## src/sv/nfv5_pkg.sv

```systemverilog
`timescale 1ns / 1ps
`default_nettype none

package nfv5_pkg;

	localparam logic [15:0] NF_VERSION = 16'd5;
	localparam int unsigned HDR_WORDS = 6;
	localparam int unsigned REC_WORDS = 12;

	// x / 1000 == (x * DIV1000_MUL) >> DIV1000_SHIFT, exact for every 32-bit x
	localparam int unsigned DIV1000_MUL_W = 29;
	localparam logic [DIV1000_MUL_W-1:0] DIV1000_MUL = 29'd274877907;
	localparam int unsigned DIV1000_SHIFT = 38;
	localparam int unsigned MS_Q_W = 23;

	localparam logic [31:0] K1000 = 32'd1000;

	typedef struct packed {
		logic [31:0] src_ip;
		logic [31:0] dst_ip;
		logic [31:0] packet_count;
		logic [31:0] byte_count;
		logic [31:0] ms_first;
		logic [31:0] ms_last;
		logic [31:0] epoch_secs;
		logic [31:0] epoch_nsecs;
		logic [15:0] src_port;
		logic [15:0] dst_port;
		logic [7:0]  tcp_flag_bits;
		logic [7:0]  protocol;
		logic        end_of_batch;
	} flow_ms_t;

endpackage

`default_nettype wire

```

## src/sv/nfv5_if.sv

```systemverilog
`timescale 1ns / 1ps
`default_nettype none

interface nfv5_flow_if;
	logic        valid;
	logic        ready;
	logic [31:0] src_ip;
	logic [31:0] dst_ip;
	logic [31:0] packet_count;
	logic [31:0] byte_count;
	logic [63:0] first_seen;
	logic [63:0] last_seen;
	logic [15:0] src_port;
	logic [15:0] dst_port;
	logic [7:0]  tcp_flag_bits;
	logic [7:0]  protocol;
	logic        end_of_batch;

	modport source (
		output valid, src_ip, dst_ip, packet_count, byte_count, first_seen, last_seen,
		output src_port, dst_port, tcp_flag_bits, protocol, end_of_batch,
		input  ready
	);
	modport sink (
		input  valid, src_ip, dst_ip, packet_count, byte_count, first_seen, last_seen,
		input  src_port, dst_port, tcp_flag_bits, protocol, end_of_batch,
		output ready
	);
endinterface

interface nfv5_word_if;
	logic        valid;
	logic        ready;
	logic [8:0]  word_index;
	logic [31:0] data_word;
	logic        last_of_packet;

	modport source (output valid, word_index, data_word, last_of_packet, input ready);
	modport sink (input valid, word_index, data_word, last_of_packet, output ready);
endinterface

`default_nettype wire

```

## src/sv/nfv5_time.sv

```systemverilog
`timescale 1ns / 1ps
`default_nettype none

module nfv5_time (
	input  logic              clk,
	input  logic              arst_n,
	nfv5_flow_if.sink         flow,
	output logic              out_valid,
	input  logic              out_ready,
	output nfv5_pkg::flow_ms_t out_rec
);
	import nfv5_pkg::*;

	localparam int unsigned ProdW = 32 + DIV1000_MUL_W;

	typedef struct packed {
		logic [31:0] src_ip;
		logic [31:0] dst_ip;
		logic [31:0] packet_count;
		logic [31:0] byte_count;
		logic [63:0] first_seen;
		logic [63:0] last_seen;
		logic [15:0] src_port;
		logic [15:0] dst_port;
		logic [7:0]  tcp_flag_bits;
		logic [7:0]  protocol;
		logic        end_of_batch;
	} raw_t;

	raw_t              raw_s1;
	flow_ms_t          rec_s2, rec_s3, rec_c2, rec_c3;
	logic [MS_Q_W-1:0] qf_s2, ql_s2;
	logic              v_s1, v_s2, v_s3;
	logic              adv_s1, adv_s2, adv_s3;
	logic [ProdW-1:0]  prod_f, prod_l;

	assign adv_s3 = !v_s3 || out_ready;
	assign adv_s2 = !v_s2 || adv_s3;
	assign adv_s1 = !v_s1 || adv_s2;
	assign flow.ready = adv_s1;

	// stage 2: usec/1000 by reciprocal, secs*1000, usec*1000 for the header nsecs
	assign prod_f = ProdW'(raw_s1.first_seen[31:0]) * ProdW'(DIV1000_MUL);
	assign prod_l = ProdW'(raw_s1.last_seen[31:0]) * ProdW'(DIV1000_MUL);

	always_comb begin
		rec_c2               = '0;
		rec_c2.src_ip        = raw_s1.src_ip;
		rec_c2.dst_ip        = raw_s1.dst_ip;
		rec_c2.packet_count  = raw_s1.packet_count;
		rec_c2.byte_count    = raw_s1.byte_count;
		rec_c2.ms_first      = raw_s1.first_seen[63:32] * K1000;
		rec_c2.ms_last       = raw_s1.last_seen[63:32] * K1000;
		rec_c2.epoch_secs    = raw_s1.last_seen[63:32];
		rec_c2.epoch_nsecs   = raw_s1.last_seen[31:0] * K1000;
		rec_c2.src_port      = raw_s1.src_port;
		rec_c2.dst_port      = raw_s1.dst_port;
		rec_c2.tcp_flag_bits = raw_s1.tcp_flag_bits;
		rec_c2.protocol      = raw_s1.protocol;
		rec_c2.end_of_batch  = raw_s1.end_of_batch;
	end

	always_comb begin
		rec_c3          = rec_s2;
		rec_c3.ms_first = rec_s2.ms_first + 32'(qf_s2);
		rec_c3.ms_last  = rec_s2.ms_last + 32'(ql_s2);
	end

	always_ff @(posedge clk or negedge arst_n) begin
		if (!arst_n) begin
			v_s1 <= 1'b0;
			v_s2 <= 1'b0;
			v_s3 <= 1'b0;
		end else begin
			if (adv_s1) v_s1 <= flow.valid;
			if (adv_s2) v_s2 <= v_s1;
			if (adv_s3) v_s3 <= v_s2;
		end
	end

	always_ff @(posedge clk) begin
		if (adv_s1 && flow.valid) begin
			raw_s1.src_ip        <= flow.src_ip;
			raw_s1.dst_ip        <= flow.dst_ip;
			raw_s1.packet_count  <= flow.packet_count;
			raw_s1.byte_count    <= flow.byte_count;
			raw_s1.first_seen    <= flow.first_seen;
			raw_s1.last_seen     <= flow.last_seen;
			raw_s1.src_port      <= flow.src_port;
			raw_s1.dst_port      <= flow.dst_port;
			raw_s1.tcp_flag_bits <= flow.tcp_flag_bits;
			raw_s1.protocol      <= flow.protocol;
			raw_s1.end_of_batch  <= flow.end_of_batch;
		end
		if (adv_s2 && v_s1) begin
			rec_s2 <= rec_c2;
			qf_s2  <= prod_f[DIV1000_SHIFT +: MS_Q_W];
			ql_s2  <= prod_l[DIV1000_SHIFT +: MS_Q_W];
		end
		if (adv_s3 && v_s2) begin
			rec_s3 <= rec_c3;
		end
	end

	assign out_valid = v_s3;
	assign out_rec   = rec_s3;

endmodule

`default_nettype wire

```

## src/sv/nfv5_fmt.sv

```systemverilog
`timescale 1ns / 1ps
`default_nettype none

module nfv5_fmt #(
	parameter int unsigned RECORDS_PER_PACKET = 30
) (
	input  logic               clk,
	input  logic               arst_n,
	input  logic               in_valid,
	output logic               in_ready,
	input  nfv5_pkg::flow_ms_t in_rec,
	nfv5_word_if.source        words
);
	import nfv5_pkg::*;

	localparam int unsigned AllWords = REC_WORDS + HDR_WORDS;

	// exporter state
	logic [31:0] base_q, seq_q, hdr_up_q, hdr_secs_q, hdr_ns_q;
	logic [4:0]  rec_q;

	// flow being sent
	logic        busy_q, close_q;
	logic [4:0]  wcnt_q, cnt_q;
	logic [8:0]  base_idx_q;
	logic [31:0] rec_w_q [REC_WORDS];

	// output register
	logic        ov_q, olast_q;
	logic [8:0]  oidx_q;
	logic [31:0] odata_q;

	logic        emit, done, load, is_hdr, close_next;
	logic [4:0]  last_cnt, cnt_next, hofs;
	logic [2:0]  hsel;
	logic [31:0] base_eff, uptime, first_rel, first_ms;
	logic [8:0]  base_idx;
	logic [31:0] hdr_w [HDR_WORDS];
	logic [31:0] word;
	logic [8:0]  widx;
	logic        wlast;

	assign last_cnt = close_q ? 5'(AllWords - 1) : 5'(REC_WORDS - 1);
	assign emit     = busy_q && (!ov_q || words.ready);
	assign done     = emit && (wcnt_q == last_cnt);
	assign in_ready = !busy_q || done;
	assign load     = in_valid && in_ready;

	// uptime base latches from the first-seen time while it is still zero
	assign base_eff   = (base_q == '0) ? in_rec.ms_first : base_q;
	assign uptime     = in_rec.ms_last - base_eff;
	assign first_rel  = in_rec.ms_first - base_eff;
	assign first_ms   = (first_rel > uptime) ? uptime : first_rel;
	assign cnt_next   = rec_q + 5'd1;
	assign close_next = (cnt_next >= 5'(RECORDS_PER_PACKET)) || in_rec.end_of_batch;
	assign base_idx   = 9'(HDR_WORDS) + {1'b0, rec_q, 3'b000} + {2'b00, rec_q, 2'b00};

	assign hdr_w[0] = {NF_VERSION, 11'd0, cnt_q};
	assign hdr_w[1] = hdr_up_q;
	assign hdr_w[2] = hdr_secs_q;
	assign hdr_w[3] = hdr_ns_q;
	assign hdr_w[4] = seq_q;
	assign hdr_w[5] = '0;

	assign is_hdr = wcnt_q >= 5'(REC_WORDS);
	assign hofs   = wcnt_q - 5'(REC_WORDS);
	assign hsel   = hofs[2:0];

	always_comb begin
		if (is_hdr) begin
			word  = hdr_w[hsel];
			widx  = 9'(hsel);
			wlast = (hsel == 3'(HDR_WORDS - 1));
		end else begin
			word  = rec_w_q[wcnt_q[3:0]];
			widx  = base_idx_q + 9'(wcnt_q);
			wlast = 1'b0;
		end
	end

	always_ff @(posedge clk or negedge arst_n) begin
		if (!arst_n) begin
			busy_q     <= 1'b0;
			wcnt_q     <= '0;
			ov_q       <= 1'b0;
			base_q     <= '0;
			seq_q      <= '0;
			rec_q      <= '0;
			hdr_up_q   <= '0;
			hdr_secs_q <= '0;
			hdr_ns_q   <= '0;
		end else begin
			if (load) begin
				busy_q <= 1'b1;
				wcnt_q <= '0;
				base_q <= base_eff;
				rec_q  <= close_next ? 5'd0 : cnt_next;
				if (rec_q == '0) begin
					hdr_up_q   <= uptime;
					hdr_secs_q <= in_rec.epoch_secs;
					hdr_ns_q   <= in_rec.epoch_nsecs;
				end
			end else if (done) begin
				busy_q <= 1'b0;
			end else if (emit) begin
				wcnt_q <= wcnt_q + 5'd1;
			end

			if (done && close_q) seq_q <= seq_q + 32'(cnt_q);

			if (emit) ov_q <= 1'b1;
			else if (words.ready) ov_q <= 1'b0;
		end
	end

	always_ff @(posedge clk) begin
		if (load) begin
			close_q     <= close_next;
			cnt_q       <= cnt_next;
			base_idx_q  <= base_idx;
			rec_w_q[0]  <= in_rec.src_ip;
			rec_w_q[1]  <= in_rec.dst_ip;
			rec_w_q[2]  <= '0;
			rec_w_q[3]  <= '0;
			rec_w_q[4]  <= in_rec.packet_count;
			rec_w_q[5]  <= in_rec.byte_count;
			rec_w_q[6]  <= first_ms;
			rec_w_q[7]  <= uptime;
			rec_w_q[8]  <= {in_rec.src_port, in_rec.dst_port};
			rec_w_q[9]  <= {8'd0, in_rec.tcp_flag_bits, in_rec.protocol, 8'd0};
			rec_w_q[10] <= '0;
			rec_w_q[11] <= '0;
		end
		if (emit) begin
			oidx_q  <= widx;
			odata_q <= word;
			olast_q <= wlast;
		end
	end

	assign words.valid          = ov_q;
	assign words.word_index     = oidx_q;
	assign words.data_word      = odata_q;
	assign words.last_of_packet = olast_q;

endmodule

`default_nettype wire

```

## src/sv/netflow_v5_packet_builder_core.sv

```systemverilog
// NetFlow v5 export packet builder.
// Channel flow (sink): one flow record per beat. Channel words (source): one 32-bit
// big-endian packet word per beat, with its word position and a last-of-packet flag.
// Each flow gives twelve record words at positions 6+12*n, n being its slot in the
// open packet. When the packet reaches RECORDS_PER_PACKET records, or the flow has
// end_of_batch set, the six header words (positions 0..5) follow, the last one flagged.
// The first record word of a flow reaches the words port after the flow beat has passed
// the input register, the two timestamp conversion stages, the load into the formatter
// and the output register.
// Throughput: the output register sends one word per cycle while the receiver keeps ready
// high, so a flow is sent as 12 words, or 18 when it closes a packet. Up to three flows
// wait in the input register and conversion stages while one is being sent, and the next
// flow loads in the cycle the last word of the one before enters the output register.
// Reset clears the uptime base, sequence number, record count and header fields, and
// empties every stage. When the receiver holds ready low the output word is held, the
// stages fill, and flow.ready drops once they are full.
`timescale 1ns / 1ps
`default_nettype none

module netflow_v5_packet_builder_core #(
	parameter int unsigned RECORDS_PER_PACKET = 30
) (
	input  logic        clk,
	input  logic        arst_n,
	nfv5_flow_if.sink   flow,
	nfv5_word_if.source words
);
	import nfv5_pkg::*;

	logic     cv_valid, cv_ready;
	flow_ms_t cv_rec;

	nfv5_time u_time (
		.clk       (clk),
		.arst_n    (arst_n),
		.flow      (flow),
		.out_valid (cv_valid),
		.out_ready (cv_ready),
		.out_rec   (cv_rec)
	);

	nfv5_fmt #(
		.RECORDS_PER_PACKET (RECORDS_PER_PACKET)
	) u_fmt (
		.clk      (clk),
		.arst_n   (arst_n),
		.in_valid (cv_valid),
		.in_ready (cv_ready),
		.in_rec   (cv_rec),
		.words    (words)
	);

endmodule

`default_nettype wire

```

## src/flat_wrapper.sv

```systemverilog
// flat-port wrapper written by rule: the top's interface ports become plain ports
module netflow_v5_packet_builder_core_flat import nfv5_pkg::*;
#(
	parameter int unsigned RECORDS_PER_PACKET = 30
)
  (clk, arst_n, flow_valid, flow_src_ip, flow_dst_ip, flow_packet_count, flow_byte_count, flow_first_seen, flow_last_seen, flow_src_port, flow_dst_port, flow_tcp_flag_bits, flow_protocol, flow_end_of_batch, flow_ready, words_valid, words_word_index, words_data_word, words_last_of_packet, words_ready);
  nfv5_flow_if flow_i ();
  nfv5_word_if words_i ();
  input  logic clk;
  input  logic arst_n;
  input wire logic [$bits(flow_i.valid)-1:0] flow_valid;
  input wire logic [$bits(flow_i.src_ip)-1:0] flow_src_ip;
  input wire logic [$bits(flow_i.dst_ip)-1:0] flow_dst_ip;
  input wire logic [$bits(flow_i.packet_count)-1:0] flow_packet_count;
  input wire logic [$bits(flow_i.byte_count)-1:0] flow_byte_count;
  input wire logic [$bits(flow_i.first_seen)-1:0] flow_first_seen;
  input wire logic [$bits(flow_i.last_seen)-1:0] flow_last_seen;
  input wire logic [$bits(flow_i.src_port)-1:0] flow_src_port;
  input wire logic [$bits(flow_i.dst_port)-1:0] flow_dst_port;
  input wire logic [$bits(flow_i.tcp_flag_bits)-1:0] flow_tcp_flag_bits;
  input wire logic [$bits(flow_i.protocol)-1:0] flow_protocol;
  input wire logic [$bits(flow_i.end_of_batch)-1:0] flow_end_of_batch;
  output wire logic [$bits(flow_i.ready)-1:0] flow_ready;
  output wire logic [$bits(words_i.valid)-1:0] words_valid;
  output wire logic [$bits(words_i.word_index)-1:0] words_word_index;
  output wire logic [$bits(words_i.data_word)-1:0] words_data_word;
  output wire logic [$bits(words_i.last_of_packet)-1:0] words_last_of_packet;
  input wire logic [$bits(words_i.ready)-1:0] words_ready;
  assign flow_i.valid = flow_valid;
  assign flow_i.src_ip = flow_src_ip;
  assign flow_i.dst_ip = flow_dst_ip;
  assign flow_i.packet_count = flow_packet_count;
  assign flow_i.byte_count = flow_byte_count;
  assign flow_i.first_seen = flow_first_seen;
  assign flow_i.last_seen = flow_last_seen;
  assign flow_i.src_port = flow_src_port;
  assign flow_i.dst_port = flow_dst_port;
  assign flow_i.tcp_flag_bits = flow_tcp_flag_bits;
  assign flow_i.protocol = flow_protocol;
  assign flow_i.end_of_batch = flow_end_of_batch;
  assign flow_ready = flow_i.ready;
  assign words_valid = words_i.valid;
  assign words_word_index = words_i.word_index;
  assign words_data_word = words_i.data_word;
  assign words_last_of_packet = words_i.last_of_packet;
  assign words_i.ready = words_ready;
  netflow_v5_packet_builder_core #(.RECORDS_PER_PACKET(RECORDS_PER_PACKET)) u_core (.clk(clk), .arst_n(arst_n), .flow(flow_i), .words(words_i));
endmodule
```

## config.mk

```make
export PLATFORM = sky130hd
export DESIGN_NAME = netflow_v5_packet_builder_core_flat
export DESIGN_NICKNAME = d
export VERILOG_FILES = /design/src/sv/nfv5_pkg.sv /design/src/sv/nfv5_if.sv /design/src/sv/nfv5_time.sv /design/src/sv/nfv5_fmt.sv /design/src/sv/netflow_v5_packet_builder_core.sv /design/src/flat_wrapper.sv
export SDC_FILE = /design/constraint.sdc
export NUM_CORES = 2
export LEC_CHECK = 0
export ABC_AREA = 0
export BUFFER_PORTS_ARGS = -buffer_cell sky130_fd_sc_hd__buf_4
export CAP_MARGIN = 5
export CORE_MARGIN = 4
export CORE_UTILIZATION = 60
export CTS_CLUSTER_DIAMETER = 30
export DETAILED_ROUTE_END_ITERATION = 10
export HOLD_SLACK_MARGIN = 0.08
export PLACE_DENSITY = 0.78
export SYNTH_ARGS = -nofsm -noshare
export SYNTH_HDL_FRONTEND = slang
export SYNTH_SLANG_ARGS = --single-unit
```

## constraint.sdc

```tcl
create_clock -name clk -period 14.8 [get_ports clk]
set_input_delay 1.48 -clock clk [delete_from_list [all_inputs] [get_ports clk]]
set_output_delay 1.48 -clock clk [all_outputs]
set_load 0.005 [all_outputs]
```

==> reports/qor.yml <==
status: "finished clean"
critPathMaxFanout: 10
synth_top_family_by_area: "adder cells"
core-area_mm2: 0.1524
drt-initial-drc-count: 4929
dieWidth_um: 400.3
synth_fa_ha_area_share_pct: 33.49
synth-xor-area-share_pct: 2.626
setup_tns_ns: 0
vias: 56689
setup_viol_count_final: 0
synth_compound_area_share_pct: 6.633
startpoint_type: "flip-flop"
synthArstFlopShare_pct: 12.20
max_slew_margin_pct: 26.01
cts-htree-levels: 5
max_cap_viol_count: 0
fmax_ghz: 0.1172
yosys_warnings: 0
globalRouteTotalUtil_pct: 28.99
worst_ep_required_time_ns: 15.41
fin_skew_ns: 0.08941
nets: 9927
synth_cells: 7079
clock_latency_ns: 0.94
cp-end-kind: "flip-flop"
hold_class: "flip-flop to flip-flop"
die_h_um: 400.3
stdcell_area_mm2: 0.1069
antenna_found_initial: 18
postRouteAntennaNets: 0
cts_tree: "done"
cp.arrival_ns: 9.14
io_pins: 353
synth_edf_count: 1238
avgSynthCellArea_um2: 13.04
ys_ff_latch: 1410
cts-hold-fix-buffers: 0
area_growth_pct: 15.77
clk_path_buf_depth: 4
slew_violations: 0
hold_viol: 0
synthesis.nets: 9334
cts.sinks: 1410
cts_setup_buffers: 0
post-dp-hpwl_um: 165800
grt_pass1_wl_um: 354900
grt_pass1_vias: 61234
place_area_mm2: 0.09759
synth-main-ff-cell: "edfxtp_1"
min_path_cells: 0
die_area_mm2: 0.1602
root_buffer: "clkbuf_16"
min_period_ns: 8.532
synth_cell_types: 87
cts_resized: 0
drc_errors: 0
drive_gt1_share_pct: 12.29
synthMuxAreaShare_pct: 1.898
rows: 143
io_buffers: 349
synth-seq-area-share_pct: 44.92
worstMarginPinSlew_ns: 1.110
grt_start_max_net_pins: 145
wl_um: 228300
numCtsBuffers: 280
nFillCells: 10055
gp_congestion: 0.9456
rsz0062_at_grt: "no"
criticalPathCategory: "flip-flop to flip-flop"
grt_overflow: 0
dr.pass1.iters: 8
synth.cell_area_mm2: 0.09234
post_drt_via_cell_ratio: 5.717
yosys.area_share.simple_pct: 4.405
start_util_pct: 60.58
reg2regPathDepth: 25
fin_crit_sh_pct: 57.65
clkTransAtPathRegs_ns: 0.06
routedWlPerCell_um: 23.03
worst max-delay path, cell delays in order (launching register included):
cell and delay, ns:
edfxtp_1 0.86, ha_1 0.37, fa_1 0.41, fa_1 0.50
inv_1 0.05, fa_1 0.47, inv_1 0.05, fa_1 0.50
inv_1 0.05, fa_1 0.53, inv_1 0.05, fa_1 0.47
inv_1 0.05, fa_1 0.49, inv_1 0.05, ha_1 0.34
nand4_1 0.18, nor4_1 0.55, o211ai_1 0.18, a41oi_1 0.55
o21ai_1 0.25, a211oi_1 0.49, o21ai_1 0.21, a21oi_1 0.35
nor3_1 0.13, xnor2_1 0.16
metal layers:
layer  vias to the layer above  wire (um)  global-route usage (%)
met3                       453      18990                   6.783
met4                        22       7870                   9.719
li1                      25462          -                       -
met1                     28492      91930                   38.89
met5                         -        174                 0.02974
met2                      2260     109400                   47.05
cell usage after synthesis (all sizes together) (78+ instances only):
cell type | instances | area share (%)
inv | 1391 | 5.7
edfxtp | 1238 | 40
ha | 1070 | 14
fa | 876 | 19
nand2 | 379 | 1.5
a21oi | 279 | 1.5
o21ai | 228 | 1.2
xnor2 | 198 | 1.9
dfrtp | 172 | 4.7
nor2 | 160 | 0.65
a21o | 126 | 1.0
xor2 | 78 | 0.74
registers in the layout, indices dropped and copies added (netlist names), 5 cells and up:
name                           cells
u_core.u_time.out_rec            302
u_core.u_time.raw_s1             302
u_core.u_fmt.rec_w_q             240
u_core.u_time.rec_c3             238
u_core.u_time.rec_s2              56
u_core.u_fmt.base_q               32
u_core.u_fmt.hdr_secs_q           32
u_core.u_fmt.hdr_up_q             32
u_core.u_fmt.seq_q                32
u_core.u_fmt.words.data_word      32
u_core.u_fmt.hdr_ns_q             29
u_core.u_time.qf_s2               23
u_core.u_time.ql_s2               23
u_core.u_fmt.words.word_index      9
u_core.u_fmt.base_idx_q            6
u_core.u_fmt.cnt_q                 5
u_core.u_fmt.rec_q                 5
u_core.u_fmt.wcnt_q                5
kinds of logic (layout without fill, tap and decap cells):
family / count (synthesis) / after routing
AND/OR/NAND/NOR: 877 / 877
adder cells (fa/ha/maj): 1946 / 1946
AO/OA/AOI/OAI: 964 / 964
XOR/XNOR: 276 / 276
other: 0 / 7
buffers and inverters: 1479 / 2279
multiplexers: 127 / 127
flip-flops: 1410 / 1410
path summary, 6_finish.rpt:
path	from	to	slack, ns
setup / recovery	u_core.u_time.raw_s1[133]	u_core.u_time.qf_s2[20]	6.27
hold / removal	u_core.u_time.out_rec[231]	u_core.u_fmt.rec_w_q[4][22]	0.35
setup reg to reg	u_core.u_time.raw_s1[133]	u_core.u_time.qf_s2[20]	6.27
hold reg to reg	u_core.u_time.out_rec[231]	u_core.u_fmt.rec_w_q[4][22]	0.35
max in group asynchronous	arst_n	u_core.u_fmt.hdr_secs_q[30]	12.43
min in group asynchronous	arst_n	u_core.u_time.v_s1	0.63
placed cells by master (no fill, tap or decap), types with 126 or more instances in the layout:
cell type | Yosys | layout
buf_4 | 1 | 394
nand2_1 | 378 | 377
clkbuf_16 | 0 | 286
a21o_1 | 126 | 126
edfxtp_1 | 1238 | 1238
xnor2_1 | 197 | 197
dfrtp_1 | 172 | 168
nor2_1 | 160 | 158
o21ai_0 | 195 | 195
ha_1 | 1070 | 1070
fa_1 | 876 | 876
inv_1 | 1387 | 1387
a21oi_1 | 278 | 277
area by class of cell:
type	instances	area [um^2]	area share, %
multi-input cells	4190	45330	42.40
well taps	2030	2540	2.376
clock buffers	321	7418	6.939
flip-flops and latches	1410	41490	38.81
diodes	7	17.52	0.01638
repair buffers	398	3014	2.819
inverters	1392	5233	4.894
clock inverters	168	1872	1.751
metrics by stage:
step	instances	setup WS [ns]	hold slack, ns	util, %
after CTS	9908	6.318	0.3548	70.12
after detailed placement	9419	6.340	0.4045	64.02
after floorplan	7079	4.499	0.4003	-
final	9916	6.268	0.3514	70.13
after global placement	9419	6.433	0.4007	64.02
after global routing	9909	5.886	0.3701	70.12
Power is not shown: default switching activity piles up to over one toggle a cycle in this logic, so the estimate is an artifact.
